$ cat config.mk
export PLATFORM = sky130hd
export DESIGN_NAME = i2c_master_bit_engine
export DESIGN_NICKNAME = d
export VERILOG_FILES = /design/src/hdl/i2cm_pkg.sv /design/src/hdl/i2c_master_bit_engine.sv /design/src/hdl/i2cm_front.sv /design/src/hdl/i2cm_queue.sv /design/src/hdl/i2cm_back.sv
export SDC_FILE = /design/constraint.sdc
export NUM_CORES = 1
export LEC_CHECK = 0
export BUFFER_PORTS_ARGS = -buffer_cell sky130_fd_sc_hd__buf_2
export CAP_MARGIN = 20
export CORE_MARGIN = 2
export CORE_UTILIZATION = 51
export CTS_BUF_LIST = sky130_fd_sc_hd__clkbuf_4 sky130_fd_sc_hd__clkbuf_8 sky130_fd_sc_hd__clkbuf_16
export CTS_CLUSTER_SIZE = 10
export DETAILED_ROUTE_END_ITERATION = 8
export HOLD_SLACK_MARGIN = 0.12
export PLACE_DENSITY = 0.7
export SYNTH_ARGS = -nofsm -noshare
export SYNTH_HDL_FRONTEND = slang
export SYNTH_SLANG_ARGS = --single-unit
export TNS_END_PERCENT = 1
$ cat constraint.sdc
create_clock -name clk -period 2.95 [get_ports clk]
set_input_delay 0.295 -clock clk [delete_from_list [all_inputs] [get_ports clk]]
set_output_delay 0.295 -clock clk [all_outputs]
set_load 0.1 [all_outputs]
$ cat src/hdl/i2cm_pkg.sv
// ----------------------------------------------------------------------------
// I2C master bit engine package
// Command codes, sequencer states and the command record shared by the
// front end, the command queue and the line sequencer.
// ----------------------------------------------------------------------------
package i2cm_pkg;

  localparam int QUEUE_DEPTH = 2;

  typedef enum logic [2:0] {
    MODE_START    = 3'd0,
    MODE_STOP     = 3'd1,
    MODE_WRITE    = 3'd2,
    MODE_READ     = 3'd3,
    MODE_WAIT_ACK = 3'd4,
    MODE_PROBE    = 3'd5
  } mode_t;

  typedef enum logic [2:0] {
    ST_IDLE,
    ST_START,
    ST_STOP,
    ST_SEND,
    ST_WACK,
    ST_RBIT,
    ST_RACK
  } seq_state_t;

  typedef struct packed {
    mode_t      mode;
    logic [7:0] data;
    logic       send_ack;
    logic [7:0] samples;
    logic       ack_sample;
  } cmd_t;

  typedef struct packed {
    logic full;
    logic empty;
  } q_status_t;

  localparam logic [2:0] PROBE_LAST = 3'd4;

endpackage

$ cat src/hdl/i2c_master_bit_engine.sv
// ----------------------------------------------------------------------------
// I2C master bit engine
// Turns bus commands into the ordered sequence of SCL and SDA line changes.
//
//   Channel  Handshake               Payload
//   cmd      cmd_valid / cmd_ready   mode, data_byte, send_ack, sda_samples,
//                                    ack_sample
//   line     line_valid / line_ready scl_drive, sda_drive, read_data,
//                                    ack_level, last
//
// A command leaves the queue first; the sequencer then issues its line changes.
// The line sequencer handles one command at a time; the queue ahead of it
// keeps taking commands until it is full. Unused mode codes are taken and
// dropped. After reset both lines read as released and the queue is empty.
// A stalled line transfer holds the sequencer without losing a step.
// ----------------------------------------------------------------------------
module i2c_master_bit_engine #(
  parameter int QUEUE_DEPTH = i2cm_pkg::QUEUE_DEPTH
) (
  input  logic       clk,
  input  logic       rst,
  input  logic       cmd_valid,
  output logic       cmd_ready,
  input  logic [2:0] mode,
  input  logic [7:0] data_byte,
  input  logic       send_ack,
  input  logic [7:0] sda_samples,
  input  logic       ack_sample,
  output logic       line_valid,
  input  logic       line_ready,
  output logic       scl_drive,
  output logic       sda_drive,
  output logic [7:0] read_data,
  output logic       ack_level,
  output logic       last
);

  i2cm_pkg::q_status_t q_status;
  i2cm_pkg::cmd_t      push_cmd;
  i2cm_pkg::cmd_t      head;
  logic                push;
  logic                pop;

  i2cm_front u_front (
    .cmd_valid   (cmd_valid),
    .cmd_ready   (cmd_ready),
    .mode        (mode),
    .data_byte   (data_byte),
    .send_ack    (send_ack),
    .sda_samples (sda_samples),
    .ack_sample  (ack_sample),
    .q_status    (q_status),
    .push        (push),
    .push_cmd    (push_cmd)
  );

  i2cm_queue #(
    .DEPTH (QUEUE_DEPTH)
  ) u_queue (
    .clk      (clk),
    .rst      (rst),
    .push     (push),
    .push_cmd (push_cmd),
    .pop      (pop),
    .head     (head),
    .status   (q_status)
  );

  i2cm_back u_back (
    .clk        (clk),
    .rst        (rst),
    .head       (head),
    .q_status   (q_status),
    .pop        (pop),
    .line_valid (line_valid),
    .line_ready (line_ready),
    .scl_drive  (scl_drive),
    .sda_drive  (sda_drive),
    .read_data  (read_data),
    .ack_level  (ack_level),
    .last       (last)
  );

endmodule

$ cat src/hdl/i2cm_front.sv
// ----------------------------------------------------------------------------
// I2C master command front end
// Accepts command transfers, decodes the mode and queues the commands that
// produce bus activity. Unused mode codes are accepted and dropped.
// ----------------------------------------------------------------------------
module i2cm_front (
  input  logic                 cmd_valid,
  output logic                 cmd_ready,
  input  logic [2:0]           mode,
  input  logic [7:0]           data_byte,
  input  logic                 send_ack,
  input  logic [7:0]           sda_samples,
  input  logic                 ack_sample,
  input  i2cm_pkg::q_status_t  q_status,
  output logic                 push,
  output i2cm_pkg::cmd_t       push_cmd
);

  logic mode_known;

  assign mode_known = mode inside {i2cm_pkg::MODE_START, i2cm_pkg::MODE_STOP,
                                   i2cm_pkg::MODE_WRITE, i2cm_pkg::MODE_READ,
                                   i2cm_pkg::MODE_WAIT_ACK, i2cm_pkg::MODE_PROBE};

  assign cmd_ready = !q_status.full;
  assign push      = cmd_valid && cmd_ready && mode_known;

  always_comb begin
    push_cmd.mode       = i2cm_pkg::mode_t'(mode);
    push_cmd.data       = data_byte;
    push_cmd.send_ack   = send_ack;
    push_cmd.samples    = sda_samples;
    push_cmd.ack_sample = ack_sample;
  end

endmodule

$ cat src/hdl/i2cm_queue.sv
// ----------------------------------------------------------------------------
// I2C master command queue
// A short first-in first-out queue of decoded commands between the front
// end and the line sequencer.
// ----------------------------------------------------------------------------
module i2cm_queue #(
  parameter int DEPTH = i2cm_pkg::QUEUE_DEPTH
) (
  input  logic                clk,
  input  logic                rst,
  input  logic                push,
  input  i2cm_pkg::cmd_t      push_cmd,
  input  logic                pop,
  output i2cm_pkg::cmd_t      head,
  output i2cm_pkg::q_status_t status
);

  localparam int PW = (DEPTH > 1) ? $clog2(DEPTH) : 1;
  localparam int CW = $clog2(DEPTH + 1);
  localparam logic [PW-1:0] LAST_PTR = PW'(DEPTH - 1);
  localparam logic [CW-1:0] FULL_CNT = CW'(DEPTH);

  i2cm_pkg::cmd_t slots [DEPTH];
  logic [PW-1:0]  wr_ptr;
  logic [PW-1:0]  rd_ptr;
  logic [CW-1:0]  count;

  assign status.full  = (count == FULL_CNT);
  assign status.empty = (count == '0);
  assign head         = slots[rd_ptr];

  always_ff @(posedge clk) begin
    if (push) begin
      slots[wr_ptr] <= push_cmd;
    end
  end

  always_ff @(posedge clk) begin
    if (rst) begin
      wr_ptr <= '0;
      rd_ptr <= '0;
      count  <= '0;
    end else begin
      if (push) begin
        wr_ptr <= (wr_ptr == LAST_PTR) ? '0 : wr_ptr + PW'(1);
      end
      if (pop) begin
        rd_ptr <= (rd_ptr == LAST_PTR) ? '0 : rd_ptr + PW'(1);
      end
      if (push && !pop) begin
        count <= count + CW'(1);
      end else if (pop && !push) begin
        count <= count - CW'(1);
      end
    end
  end

endmodule

$ cat src/hdl/i2cm_back.sv
// ----------------------------------------------------------------------------
// I2C master line sequencer
// Takes one command at a time from the queue and steps through its bus
// segments, issuing one SCL or SDA line change per step into an output
// register.
// ----------------------------------------------------------------------------
module i2cm_back (
  input  logic                clk,
  input  logic                rst,
  input  i2cm_pkg::cmd_t      head,
  input  i2cm_pkg::q_status_t q_status,
  output logic                pop,
  output logic                line_valid,
  input  logic                line_ready,
  output logic                scl_drive,
  output logic                sda_drive,
  output logic [7:0]          read_data,
  output logic                ack_level,
  output logic                last
);

  typedef struct packed {
    logic on_scl;
    logic level;
    logic seg_end;
  } step_t;

  function automatic i2cm_pkg::seq_state_t probe_seg(input logic [2:0] idx);
    case (idx)
      3'd0:    probe_seg = i2cm_pkg::ST_STOP;
      3'd1:    probe_seg = i2cm_pkg::ST_START;
      3'd2:    probe_seg = i2cm_pkg::ST_SEND;
      3'd3:    probe_seg = i2cm_pkg::ST_WACK;
      default: probe_seg = i2cm_pkg::ST_STOP;
    endcase
  endfunction

  i2cm_pkg::seq_state_t state, state_next;
  i2cm_pkg::cmd_t       cmd, cmd_next;
  logic [1:0]           sub, sub_next;
  logic [2:0]           bit_cnt, bit_cnt_next;
  logic [2:0]           probe_idx, probe_idx_next;
  logic [7:0]           shreg, shreg_next;
  logic                 scl_level, sda_level;
  logic                 adv;
  logic                 is_last;
  step_t                step;

  assign adv = (state != i2cm_pkg::ST_IDLE) && (!line_valid || line_ready);
  assign pop = (state == i2cm_pkg::ST_IDLE) && !q_status.empty;
  assign is_last = step.seg_end &&
                   ((cmd.mode != i2cm_pkg::MODE_PROBE) || (probe_idx == i2cm_pkg::PROBE_LAST));

  always_comb begin
    step = '0;
    case (state)
      i2cm_pkg::ST_START: begin
        case (sub)
          2'd0:    step = '{on_scl: 1'b0, level: 1'b1, seg_end: 1'b0};
          2'd1:    step = '{on_scl: 1'b1, level: 1'b1, seg_end: 1'b0};
          2'd2:    step = '{on_scl: 1'b0, level: 1'b0, seg_end: 1'b0};
          default: step = '{on_scl: 1'b1, level: 1'b0, seg_end: 1'b1};
        endcase
      end
      i2cm_pkg::ST_STOP: begin
        case (sub)
          2'd0:    step = '{on_scl: 1'b0, level: 1'b0, seg_end: 1'b0};
          2'd1:    step = '{on_scl: 1'b1, level: 1'b1, seg_end: 1'b0};
          default: step = '{on_scl: 1'b0, level: 1'b1, seg_end: 1'b1};
        endcase
      end
      i2cm_pkg::ST_SEND: begin
        case (sub)
          2'd0:    step = '{on_scl: 1'b0, level: shreg[7], seg_end: 1'b0};
          2'd1:    step = '{on_scl: 1'b1, level: 1'b1, seg_end: 1'b0};
          2'd2:    step = '{on_scl: 1'b1, level: 1'b0, seg_end: 1'b0};
          default: step = '{on_scl: 1'b0, level: 1'b1, seg_end: 1'b1};
        endcase
      end
      i2cm_pkg::ST_WACK: begin
        case (sub)
          2'd0:    step = '{on_scl: 1'b0, level: 1'b1, seg_end: 1'b0};
          2'd1:    step = '{on_scl: 1'b1, level: 1'b1, seg_end: 1'b0};
          default: step = '{on_scl: 1'b1, level: 1'b0, seg_end: 1'b1};
        endcase
      end
      i2cm_pkg::ST_RBIT: begin
        case (sub)
          2'd0:    step = '{on_scl: 1'b1, level: 1'b1, seg_end: 1'b0};
          default: step = '{on_scl: 1'b1, level: 1'b0, seg_end: 1'b0};
        endcase
      end
      i2cm_pkg::ST_RACK: begin
        if (cmd.send_ack) begin
          case (sub)
            2'd0:    step = '{on_scl: 1'b0, level: 1'b0, seg_end: 1'b0};
            2'd1:    step = '{on_scl: 1'b1, level: 1'b1, seg_end: 1'b0};
            2'd2:    step = '{on_scl: 1'b1, level: 1'b0, seg_end: 1'b0};
            default: step = '{on_scl: 1'b0, level: 1'b1, seg_end: 1'b1};
          endcase
        end else begin
          case (sub)
            2'd0:    step = '{on_scl: 1'b0, level: 1'b1, seg_end: 1'b0};
            2'd1:    step = '{on_scl: 1'b1, level: 1'b1, seg_end: 1'b0};
            default: step = '{on_scl: 1'b1, level: 1'b0, seg_end: 1'b1};
          endcase
        end
      end
      default: step = '0;
    endcase
  end

  always_comb begin
    state_next     = state;
    cmd_next       = cmd;
    sub_next       = sub;
    bit_cnt_next   = bit_cnt;
    probe_idx_next = probe_idx;
    shreg_next     = shreg;
    if (pop) begin
      cmd_next       = head;
      shreg_next     = head.data;
      sub_next       = '0;
      bit_cnt_next   = '0;
      probe_idx_next = '0;
      case (head.mode)
        i2cm_pkg::MODE_START:    state_next = i2cm_pkg::ST_START;
        i2cm_pkg::MODE_STOP:     state_next = i2cm_pkg::ST_STOP;
        i2cm_pkg::MODE_WRITE:    state_next = i2cm_pkg::ST_SEND;
        i2cm_pkg::MODE_READ:     state_next = i2cm_pkg::ST_RBIT;
        i2cm_pkg::MODE_WAIT_ACK: state_next = i2cm_pkg::ST_WACK;
        i2cm_pkg::MODE_PROBE:    state_next = i2cm_pkg::ST_STOP;
        default:                 state_next = i2cm_pkg::ST_IDLE;
      endcase
    end else if (adv) begin
      if (step.seg_end) begin
        sub_next     = '0;
        bit_cnt_next = '0;
        if (is_last) begin
          state_next = i2cm_pkg::ST_IDLE;
        end else begin
          probe_idx_next = probe_idx + 3'd1;
          state_next     = probe_seg(probe_idx + 3'd1);
        end
      end else begin
        case (state)
          i2cm_pkg::ST_SEND: begin
            if (sub == 2'd2 && bit_cnt != 3'd7) begin
              sub_next     = '0;
              bit_cnt_next = bit_cnt + 3'd1;
              shreg_next   = {shreg[6:0], 1'b0};
            end else begin
              sub_next = sub + 2'd1;
            end
          end
          i2cm_pkg::ST_RBIT: begin
            if (sub == 2'd1) begin
              sub_next = '0;
              if (bit_cnt == 3'd7) begin
                bit_cnt_next = '0;
                state_next   = i2cm_pkg::ST_RACK;
              end else begin
                bit_cnt_next = bit_cnt + 3'd1;
              end
            end else begin
              sub_next = sub + 2'd1;
            end
          end
          default: sub_next = sub + 2'd1;
        endcase
      end
    end
  end

  always_ff @(posedge clk) begin
    if (rst) begin
      state     <= i2cm_pkg::ST_IDLE;
      sub       <= '0;
      bit_cnt   <= '0;
      probe_idx <= '0;
    end else begin
      state     <= state_next;
      sub       <= sub_next;
      bit_cnt   <= bit_cnt_next;
      probe_idx <= probe_idx_next;
    end
  end

  always_ff @(posedge clk) begin
    cmd   <= cmd_next;
    shreg <= shreg_next;
  end

  always_ff @(posedge clk) begin
    if (rst) begin
      scl_level  <= 1'b1;
      sda_level  <= 1'b1;
      line_valid <= 1'b0;
    end else if (adv) begin
      line_valid <= 1'b1;
      if (step.on_scl) begin
        scl_level <= step.level;
      end else begin
        sda_level <= step.level;
      end
    end else if (line_ready) begin
      line_valid <= 1'b0;
    end
  end

  always_ff @(posedge clk) begin
    if (adv) begin
      last      <= is_last;
      read_data <= (is_last && cmd.mode == i2cm_pkg::MODE_READ) ? cmd.samples : 8'd0;
      ack_level <= is_last && (cmd.mode == i2cm_pkg::MODE_WAIT_ACK ||
                               cmd.mode == i2cm_pkg::MODE_PROBE) && cmd.ack_sample;
    end
  end

  assign scl_drive = scl_level;
  assign sda_drive = sda_level;

endmodule

==> run metrics <==
Peak VDD IR roughly 0.00048 V; Layout area overhead 17.8%; total gr overflow 0; largest net degree at the start of global routing 22; Slew Limit Fails 0; GRT met3 Usage approximately 4.5%; Rows 32; share of layout cells above drive strength 1 21.2%; GP Congestion roughly 0.8; clock-pin slew on the worst setup and hold paths 90 ps; largest area contributor in the netlist edfxtp_1; pre-CTS setup slack 457 ps; Final WS setup roughly 440 ps; Via density about 5.3; Num CTS Buffers 9; GRT Overall Usage 17.6%; Cell variety after synth 57; die area between 8000 and 9000 um^2; n_diodes 0; M2 GR Usage 30.1%; number of antenna-violating nets in the routed design 0; Hold Slack around 140 ps; Synth Instances around 300; drc violations 0; CP Launch Type flop; I/O pin cnt 39; Fillers ~620; Final Critical Period ~2500 ps; Syn Nets 337; Final Skew ~7.3 ps; syn avg cell area approximately 13 um^2; Final Hold Vio Count 0; number of synthesized flops with an enable pin 73; RSZ-0062 raised after global routing no; Setup Buffers After CTS 0; Inst Count DP ~430; Pwr Density 968 nW/um^2; ys flop type edfxtp_1; Max clock buf depth 2; Leakage approximately 1.8 nW; Yosys reg bits just over 90; final setup TNS 0 ps; met1 Usage GRT between 20% and 30%; FFs w/ async S/R, synth 0%; Multi-input gate area roughly 1300 um^2; # setup viols final 0; number of global-route vias before repair 2461; hpwl dp 4710 um; initial DRC count 121; most common cell in the netlist edfxtp_1; Starting Density a little over half; final cell count without fillers 470; Tightest Pin Transition 660 ps; Max-slew headroom 55.6%; worst path arrival time roughly 2700 ps; FF+latch area 2570 um^2; critical path class reg -> reg; global-route wire length before repair approximately 12000 um; I/O Buffers 38; Core Area roughly 7600 um^2; Placed Instance Area between 4000 and 5000 um^2; vias 2496; FF-to-FF setup slack between 400 and 500 ps; Die Y between 90 and 100 um; antenna violations before repair 0; routed wire length around 7000 um; wire per inst about 15 um; TritonCTS sink count a little over 90; total power 4.55 mW; Clock Latency Late Sink between 300 and 400 ps; H-tree levels 3; fmax around 0.40 GHz; yosys warns 0; post-route cell area between 4000 and 5000 um^2; dominant cells by area after synthesis edfxtp_1, dfxtp_1, ha_1; crit path max fanout 10; top-area cell type share of the netlist area approximately 55%; Layout Nets between 400 and 500; worst endpoint required time about 3200 ps; CTS tree yes; Hold WC Path Type in -> reg; clk root buf clkbuf_8; Final Util approximately three fifths; Synth top cells by count edfxtp_1, dfxtp_1, o21ai_0; status complete, no violations; CTS Hold Buffers Added 19; busiest grt layer met2; post-synthesis sequential area ratio between 60 and 70%; First-pass DRT Iterations 4; Max-Cap Viols 0; synthesized cell area around 4000 um^2; period utilization between 80% and 90%; Die W 92.5 um; CTS resizes 0; CP Capture Type flop
final timing paths:
path | startpoint | to | depth (start not counted)
worst max-delay path | u_back.sub[0]$_SDFFE_PP0P_ | u_back.read_data[4]$_SDFFCE_PN0P_ | 7
worst min-delay path | mode[1] | u_queue.slots[0][19]$_DFFE_PP_ | 1
worst max register to register | u_back.sub[0]$_SDFFE_PP0P_ | u_back.read_data[4]$_SDFFCE_PN0P_ | 7
worst min register to register | u_back.bit_cnt[2]$_SDFFE_PP0P_ | u_back.bit_cnt[2]$_SDFFE_PP0P_ | 2
power by group:
part	leakage (nW)	total (mW)	internal [mW]	switching, mW
Sequential	0.839	2.03	1.84	0.183
Combinational	0.824	1.73	0.480	1.25
Clock	0.0989	0.798	0.327	0.472
worst max-delay path, cell delays in order (launching register included):
cell      delay (ps)
dfxtp_1          510
inv_1            140
ha_1             320
a211o_1          290
a21boi_4         240
nor2_4            90
nor3_1           560
and2_1           230
metal layers:
| metal | vias up | routed length (um) |
|---|---|---|
| li1 | 1235 | - |
| met1 | 1197 | 3110 |
| met2 | 55 | 3520 |
| met3 | 9 | 314 |
| met4 | 0 | 74 |
| met5 | - | 0 |
layout make-up:
cell class	instances	area share, %
Inverter	13	1.04
Tap cell	102	2.71
Clock buffer	9	2.64
Clock inverter	7	1.44
Multi-Input combinational cell	184	28.4
Timing Repair Buffer	63	9.05
Sequential cell	92	54.7
layout by cell type, fill, tap and decap left out, types with 6 or more instances in the layout:
master          n
dlygate4sd3_1  19
a21oi_1         9
mux2_2         11
dfxtp_1        19
and2_1         10
nor2b_1         6
mux2i_1        12
ha_1           15
o21ai_0        17
nand3_1         8
buf_2          38
clkbuf_8        9
nand2_1        16
edfxtp_1       73
nand2b_1        6
inv_1          12
buf_4           6
nor2_1         16
cell families after synthesis:
| logic type | synth area share [%] |
|---|---|
| AOI/OAI and AO/OA | 8.78 |
| DFF | 64.5 |
| and+or+nand+nor | 12.0 |
| xor gates and xnor gates | 1.54 |
| buffers and inverters | 2.16 |
| muxes | 6.40 |
| adders and majority gates | 4.70 |
sequential cells by signal, summed over array words and instances, names as in the netlist, named ones only:
register and cells:
u_queue.slots 42, u_back.scl_drive 1, u_back.cmd 13, u_queue.rd_ptr 1, u_queue.wr_ptr 1, u_back.shreg 8, u_back.sub 2, u_back.last 1
u_back.bit_cnt 3, u_back.probe_idx 3, u_back.sda_drive 1, u_back.line_valid 1, u_queue.count 2, u_back.ack_level 1, u_back.state 3, u_back.read_data 8
Power figures use the tool's default switching activity.
